`src/frd_pkg.sv`:
```
package frd_pkg;

  localparam int QUEUE_DEPTH = 4;

  localparam logic [7:0] TYPE_END_REQUEST = 8'd3;
  localparam logic [7:0] TYPE_STDOUT      = 8'd6;
  localparam logic [7:0] TYPE_STDERR      = 8'd7;

  localparam logic [15:0] STATUS_OFFSET = 16'd4;

  typedef enum logic [1:0] {
    KIND_STDOUT = 2'd0,
    KIND_STDERR = 2'd1,
    KIND_END    = 2'd2
  } kind_t;

  typedef struct packed {
    kind_t      kind;
    logic [7:0] data;
    logic       last_of_record;
  } event_t;

endpackage

```
`src/frd_parser.sv`:
```
module frd_parser (
  input  logic            clk,
  input  logic            rst,
  input  logic            in_valid,
  output logic            in_ready,
  input  logic [7:0]      in_byte,
  input  logic            queue_full,
  output logic            push,
  output frd_pkg::event_t push_event
);
  import frd_pkg::*;

  typedef enum logic [1:0] {
    PH_HEADER  = 2'd0,
    PH_CONTENT = 2'd1,
    PH_PADDING = 2'd2
  } phase_t;

  phase_t      phase;
  logic [2:0]  header_index;
  logic [7:0]  record_type;
  logic [7:0]  length_high;
  logic [15:0] content_length;
  logic [15:0] content_position;
  logic [7:0]  padding_left;

  logic        accept;
  logic        last;
  logic [7:0]  padding_dec;

  assign in_ready    = !queue_full;
  assign accept      = in_valid && in_ready;
  assign last        = ({1'b0, content_position} + 17'd1) == {1'b0, content_length};
  assign padding_dec = padding_left - 8'd1;

  // classify the current beat into at most one result
  always_comb begin
    push       = 1'b0;
    push_event = '{kind: KIND_STDOUT, data: in_byte, last_of_record: 1'b0};
    if (accept && phase == PH_CONTENT) begin
      if (record_type == TYPE_STDOUT || record_type == TYPE_STDERR) begin
        push = 1'b1;
        push_event.kind = (record_type == TYPE_STDOUT) ? KIND_STDOUT : KIND_STDERR;
        push_event.last_of_record = last;
      end else if (record_type == TYPE_END_REQUEST && content_position == STATUS_OFFSET) begin
        push = 1'b1;
        push_event.kind = KIND_END;
      end
    end
  end

  always_ff @(posedge clk) begin
    if (rst) begin
      phase            <= PH_HEADER;
      header_index     <= 3'd0;
      record_type      <= 8'd0;
      length_high      <= 8'd0;
      content_length   <= 16'd0;
      content_position <= 16'd0;
      padding_left     <= 8'd0;
    end else if (accept) begin
      case (phase)
        PH_CONTENT: begin
          content_position <= content_position + 16'd1;
          if (last) begin
            phase <= (padding_left != 8'd0) ? PH_PADDING : PH_HEADER;
          end
        end
        PH_PADDING: begin
          padding_left <= padding_dec;
          if (padding_dec == 8'd0) begin
            phase <= PH_HEADER;
          end
        end
        default: begin
          case (header_index)
            3'd1: record_type <= in_byte;
            3'd4: length_high <= in_byte;
            3'd5: content_length <= {length_high, in_byte};
            3'd6: padding_left <= in_byte;
            default: ;
          endcase
          if (header_index == 3'd7) begin
            header_index     <= 3'd0;
            content_position <= 16'd0;
            if (content_length != 16'd0) begin
              phase <= PH_CONTENT;
            end else begin
              phase <= (padding_left != 8'd0) ? PH_PADDING : PH_HEADER;
            end
          end else begin
            header_index <= header_index + 3'd1;
            phase        <= PH_HEADER;
          end
        end
      endcase
    end
  end

endmodule

```
`src/frd_queue.sv`:
```
module frd_queue #(
  parameter int Depth = frd_pkg::QUEUE_DEPTH
) (
  input  logic            clk,
  input  logic            rst,
  input  logic            push,
  input  frd_pkg::event_t push_event,
  output logic            full,
  input  logic            pop,
  output logic            head_valid,
  output frd_pkg::event_t head_event
);
  import frd_pkg::*;

  localparam int PtrW = (Depth > 1) ? $clog2(Depth) : 1;
  localparam int CntW = $clog2(Depth + 1);

  event_t          mem [Depth];
  logic [PtrW-1:0] wr_ptr;
  logic [PtrW-1:0] rd_ptr;
  logic [CntW-1:0] count;

  logic do_push;
  logic do_pop;

  assign full       = count == CntW'(Depth);
  assign head_valid = count != '0;
  assign head_event = mem[rd_ptr];
  assign do_push    = push && !full;
  assign do_pop     = pop && head_valid;

  always_ff @(posedge clk) begin
    if (do_push) begin
      mem[wr_ptr] <= push_event;
    end
  end

  always_ff @(posedge clk) begin
    if (rst) begin
      wr_ptr <= '0;
      rd_ptr <= '0;
      count  <= '0;
    end else begin
      if (do_push) begin
        wr_ptr <= (wr_ptr == PtrW'(Depth - 1)) ? '0 : wr_ptr + PtrW'(1);
      end
      if (do_pop) begin
        rd_ptr <= (rd_ptr == PtrW'(Depth - 1)) ? '0 : rd_ptr + PtrW'(1);
      end
      case ({do_push, do_pop})
        2'b10:   count <= count + CntW'(1);
        2'b01:   count <= count - CntW'(1);
        default: count <= count;
      endcase
    end
  end

endmodule

```
`src/frd_emitter.sv`:
```
module frd_emitter (
  input  logic            clk,
  input  logic            rst,
  input  logic            head_valid,
  input  frd_pkg::event_t head_event,
  output logic            pop,
  output logic            out_valid,
  input  logic            out_ready,
  output frd_pkg::event_t out_event
);
  import frd_pkg::*;

  logic load;

  // output register refills whenever it is empty or being drained
  assign load = !out_valid || out_ready;
  assign pop  = load && head_valid;

  always_ff @(posedge clk) begin
    if (rst) begin
      out_valid <= 1'b0;
    end else if (load) begin
      out_valid <= head_valid;
    end
  end

  always_ff @(posedge clk) begin
    if (pop) begin
      out_event <= head_event;
    end
  end

endmodule

```
`src/fastcgi_response_deframer.sv`:
```
// a result passes from the parser into the event queue, then into the output register, before it appears on m_axis
// throughput: one byte per cycle while the queue is not full, no bubbles at header, content or padding boundaries
// the event queue between parser and output register absorbs m_axis stalls;
// s_axis_tready drops only while that queue is full
// reset: synchronous active-high rst returns the parser to the first header byte
// and empties the queue and output register
module fastcgi_response_deframer #(
  parameter int QueueDepth = frd_pkg::QUEUE_DEPTH
) (
  input  logic       clk,
  input  logic       rst,
  input  logic       s_axis_tvalid,
  output logic       s_axis_tready,
  input  logic [7:0] s_axis_tdata,   // [7:0] stream_byte
  output logic       m_axis_tvalid,
  input  logic       m_axis_tready,
  output logic [7:0] m_axis_tdata,   // [7:0] data
  output logic [1:0] m_axis_tuser,   // [1:0] kind
  output logic       m_axis_tlast    // last_of_record
);
  import frd_pkg::*;

  logic   queue_full;
  logic   push;
  event_t push_event;
  logic   pop;
  logic   head_valid;
  event_t head_event;
  event_t out_event;

  frd_parser u_parser (
    .clk        (clk),
    .rst        (rst),
    .in_valid   (s_axis_tvalid),
    .in_ready   (s_axis_tready),
    .in_byte    (s_axis_tdata),
    .queue_full (queue_full),
    .push       (push),
    .push_event (push_event)
  );

  frd_queue #(
    .Depth (QueueDepth)
  ) u_queue (
    .clk        (clk),
    .rst        (rst),
    .push       (push),
    .push_event (push_event),
    .full       (queue_full),
    .pop        (pop),
    .head_valid (head_valid),
    .head_event (head_event)
  );

  frd_emitter u_emitter (
    .clk        (clk),
    .rst        (rst),
    .head_valid (head_valid),
    .head_event (head_event),
    .pop        (pop),
    .out_valid  (m_axis_tvalid),
    .out_ready  (m_axis_tready),
    .out_event  (out_event)
  );

  assign m_axis_tdata = out_event.data;
  assign m_axis_tuser = out_event.kind;
  assign m_axis_tlast = out_event.last_of_record;

endmodule

```
`config.mk`:
```
export PLATFORM = sky130hd
export DESIGN_NAME = fastcgi_response_deframer
export DESIGN_NICKNAME = d
export VERILOG_FILES = /design/src/frd_pkg.sv /design/src/frd_parser.sv /design/src/frd_queue.sv /design/src/frd_emitter.sv /design/src/fastcgi_response_deframer.sv
export SDC_FILE = /design/constraint.sdc
export NUM_CORES = 1
export LEC_CHECK = 0
export BUFFER_PORTS_ARGS = -buffer_cell sky130_fd_sc_hd__buf_2
export CORE_ASPECT_RATIO = 0.7
export CORE_UTILIZATION = 35
export DETAILED_ROUTE_END_ITERATION = 8
export GPL_TIMING_DRIVEN = 0
export PLACE_DENSITY = 0.55
export SETUP_SLACK_MARGIN = 0.3
export SLEW_MARGIN = 20
export SYNTH_ARGS = -nofsm -noshare
export SYNTH_HDL_FRONTEND = slang
export SYNTH_SLANG_ARGS = --single-unit
```
`constraint.sdc`:
```
create_clock -name clk -period 2.9 [get_ports clk]
set_input_delay 0.145 -clock clk [delete_from_list [all_inputs] [get_ports clk]]
set_output_delay 0.145 -clock clk [all_outputs]
set_load 0.01 [all_outputs]
```
==> impl_summary.log <==
[metrics] number of enable flip-flop cells after synthesis: 55
[metrics] Worst slew margin: 44.2%
[metrics] Max Freq: 0.379 GHz
[metrics] final period utilization: 91.1%
[metrics] Req. time, crit path: 3.17 ns
[metrics] CTS HTree Levels: 4
[metrics] post-route antenna net violation count: 0
[metrics] Post-synth top flop: sky130_fd_sc_hd__dfxtp_1
[metrics] r2r setup slk: 0.26 ns
[metrics] power per cell area: 686 nW/um2
[metrics] DPL Wire Length: 10500 um
[metrics] proportion of synthesized chip area in sequential cells: 51.1%
[metrics] run status: finished, final reports clean
[metrics] starting density of the core: 36.1%
[metrics] wire length of the first global-routing pass: 24100 um
[metrics] yosys warns: 0
[metrics] drt first-iter violations: 429
[metrics] Pre-Repair DR Iteration Count: 5
[metrics] antenna fix cells: 0
[metrics] Synth cell types: 65
[metrics] vias in the first global route: 4339
[metrics] Critical Path End Type: register
[metrics] area of the core region: 16400 um2
[metrics] number of nets produced by synthesis: 602
[metrics] netlist area before placement: 5940 um2
[metrics] Critical Path AT: 2.91 ns
[metrics] Cells after Synth: 571
[metrics] worst hold path cell count: 4
[metrics] routed length per placed instance: 17.7 um
[metrics] Setup Slack @ Placement: -0.415 ns
[metrics] Cell Rows: 39
[metrics] share of the core filled with cells in the final layout: 45.1%
[metrics] num ports: 25
[metrics] Mean Syn Cell Area: 10.4 um2
[metrics] Max Cap Violations: 0
[metrics] summed negative setup slack over all endpoints: 0 ns
[metrics] die boundary height: 111 um
[metrics] critical register-to-register path startpoint: u_parser.content_position[3]$_SDFFE_PP0P_
[metrics] clk buf depth: 2
[metrics] number of failing hold endpoints at the final stage: 0
[metrics] final hold slack: 0.0246 ns
[metrics] clock-pin slew on the worst setup and hold paths: 0.06 ns
[metrics] Max Slew Vio Count: 0
[metrics] global placement routability congestion: 0.877
[metrics] cell type contributing the most total cell area after synthesis: sky130_fd_sc_hd__edfxtp_1
[metrics] smallest setup slack after layout: 0.258 ns
[metrics] fraction of synthesized cell area taken by the top area cell type: 27.8%
[metrics] Routed WL: 15400 um
[metrics] kind of launch point of the worst setup path: register
[metrics] most area-consuming cells after synthesis: sky130_fd_sc_hd__edfxtp_1 28%, sky130_fd_sc_hd__dfxtp_1 23%, sky130_fd_sc_hd__a21oi_1 4.3%
[metrics] Clock Skews: 0.0136 ns
[metrics] category of the most critical setup path: reg -> reg
[metrics] total congestion overflow after global routing: 0
[metrics] pin count of the biggest net entering global routing: 17
[metrics] async set or reset register ratio after synthesis: 0%
[metrics] DIE WIDTH: 158 um
[metrics] fin nets: 661
[metrics] maximum fanout count along the critical path: 4
[metrics] area growth from synthesis to layout: 24.9%
[metrics] total of endpoints with negative setup slack in the final report: 0
[metrics] combined global-route utilization of all metal layers: 18.5%
[metrics] Register-to-Register Path Depth: 8
[metrics] maximum vdd ir drop: 0.442 mV
[metrics] # clock sinks: 124
[metrics] number of antenna violations at the first check in global routing: 0
[metrics] filler cell count in the final layout: 1517
[metrics] area post-placement: 6350 um2
[metrics] detailed-route DRC error count: 0
[metrics] number of buffers inserted by port buffering: 23
[metrics] startpoint of the most critical hold path: m_axis_tready
[metrics] Least-Margin Pin Slew: 0.837 ns
[metrics] Root Buffer Master: sky130_fd_sc_hd__clkbuf_16
[metrics] clock tree from TritonCTS: built
[metrics] RSZ-0062 raised after global routing: yes
[metrics] via count normalized by instance count: 5.31
[metrics] fraction of final layout cells with drive strength greater than 1: 21.9%
[metrics] Post-Layout Inst Area: 7420 um2
[metrics] reg-to-reg critical path endpoint: u_parser.phase[0]$_SDFFE_PP0P_
[metrics] Inserted Clock Buffers: 17
[metrics] Hold Path End: u_emitter.out_valid$_SDFFE_PP0N_
[metrics] Static Leak: 2.59 nW
[metrics] clock period minus final worst setup slack: 2.64 ns
[metrics] clock latency of the later-clocked register in the worst-skew pair: 0.41 ns
[metrics] min-delay worst type: in -> reg
[metrics] #FFs+latches synth: 124
[metrics] die area: 17500 um2
[metrics] Via Count: 4611
timing repair:
item                                   4_1_cts  5_1_grt
hold buffers                                 0        0
resized for setup                           41       24
cloned                                       0        0
endpoints found under the hold margin        0        0
setup endpoints to repair                   53       31
setup buffers                               12        4
pin swaps                                   10        6
report_power, final:
part	internal [mW]	switching, mW	total [mW]
Clock	1.53	0.809	2.34
Combinational	0.312	0.386	0.698
Sequential	1.98	0.0719	2.05
area by class of cell:
class | count | area [um2] | area share (%)
plain buffers | 31 | 180 | 2.43
well taps | 225 | 282 | 3.80
multi-input cells | 392 | 2890 | 39.0
clock buffers | 18 | 429 | 5.79
flip-flops and latches | 124 | 3050 | 41.2
clock inverters | 14 | 218 | 2.94
inverters | 24 | 92.6 | 1.25
repair buffers | 40 | 267 | 3.59
through the flow:
step / total power, mW / instances
floorplan: 2.50 / 571
detailed placement: 2.74 / 820
finish: 5.08 / 868
global placement: 2.71 / 819
global route: 5.27 / 868
CTS: 5.10 / 864
Yosys cell counts, drive strengths merged, types with 8 or more instances:
cell type / n
o21ai: 21
buf: 10
nor4: 11
nor3: 9
mux4: 11
xnor2: 17
a21oi: 51
nand2: 56
and2: 8
inv: 24
nand3: 19
dfxtp: 69
xor2: 10
edfxtp: 55
nor2: 57
ha: 18
mux2i: 19
clkbuf: 21
worst max path at each step:
stage,from,to,slack (ns)
finish,u_parser.content_position[3]$_SDFFE_PP0P_,u_parser.phase[0]$_SDFFE_PP0P_,0.26
global route,u_parser.content_position[0]$_SDFFE_PP0P_,u_parser.phase[0]$_SDFFE_PP0P_,0.20
CTS,u_queue.count[0]$_SDFFE_PP0P_,u_queue.count[2]$_SDFFE_PP0P_,0.25
detailed placement,u_queue.count[0]$_SDFFE_PP0P_,u_queue.count[2]$_SDFFE_PP0P_,-0.41
global placement,u_queue.count[0]$_SDFFE_PP0P_,u_queue.count[2]$_SDFFE_PP0P_,-0.38
floorplan,u_parser.content_position[0]$_SDFFE_PP0P_,u_parser.phase[0]$_SDFFE_PP0P_,0.32
registers in the layout (all words and copies together), names as in the netlist:
| name | flops |
|---|---|
| u_parser.content_length | 16 |
| u_queue.wr_ptr | 2 |
| u_parser.record_type | 8 |
| u_parser.header_index | 3 |
| u_parser.length_high | 8 |
| u_parser.content_position | 16 |
| u_emitter.out_event | 11 |
| u_queue.count | 3 |
| u_queue.rd_ptr | 2 |
| u_queue.mem | 44 |
| u_parser.phase | 2 |
| u_emitter.out_valid | 1 |
| u_parser.padding_left | 8 |
cells by family (layout without fill, tap and decap cells):
kind of cell    count (synthesis)  count (layout)  synth area share (%)
flops                         124             124                  51.1
fa+ha+maj                      19              19                  4.13
xor+xnor                       27              27                  3.98
compound gates                113             113                  11.6
buf+inv                        55             127                  4.15
mux                            30              30                  7.37
simple gates                  203             203                  17.7
metal layers:
layer	vias to the layer above	global-route usage [%]	part of all wire, %
met5	-	0	0
met4	0	5.24	0.92
met3	12	4.14	5.3
met2	146	25.6	43
met1	2252	28.3	51
li1	2201	-	-
cells in the final DEF (no fill, tap or decap), drive strengths merged, types with 4 or more instances in the layout:
cell type  synthesis  final
xnor2             17     17
nand3             19     19
xor2              10     10
a22oi              4      4
mux4              11     11
nor2              57     57
o31ai              4      4
edfxtp            55     55
and3               7      7
nor4              11     11
nand2             56     56
inv               24     26
nand4              7      7
nand3b             4      4
nor3               9      9
clkbuf            21     38
or4                7      7
o21ai             21     21
buf               10     51
mux2i             19     19
bufinv             0      5
and2               8      8
clkinv             0      5
or3                4      4
a31oi              6      6
a211oi             4      4
ha                18     18
a21oi             51     51
a21o               4      4
and4               5      5
dfxtp             69     69
critical path, cell delays in order (launching register included):
cell	delay (ns)
sky130_fd_sc_hd__dfxtp_2	0.32
sky130_fd_sc_hd__buf_6	0.12
sky130_fd_sc_hd__nand4_4	0.14
sky130_fd_sc_hd__or4_4	0.61
sky130_fd_sc_hd__xnor2_4	0.16
sky130_fd_sc_hd__or4b_4	0.54
sky130_fd_sc_hd__o41ai_4	0.35
sky130_fd_sc_hd__and2_4	0.21
sky130_fd_sc_hd__o31ai_1	0.06
(Power assumes the default switching activity.)
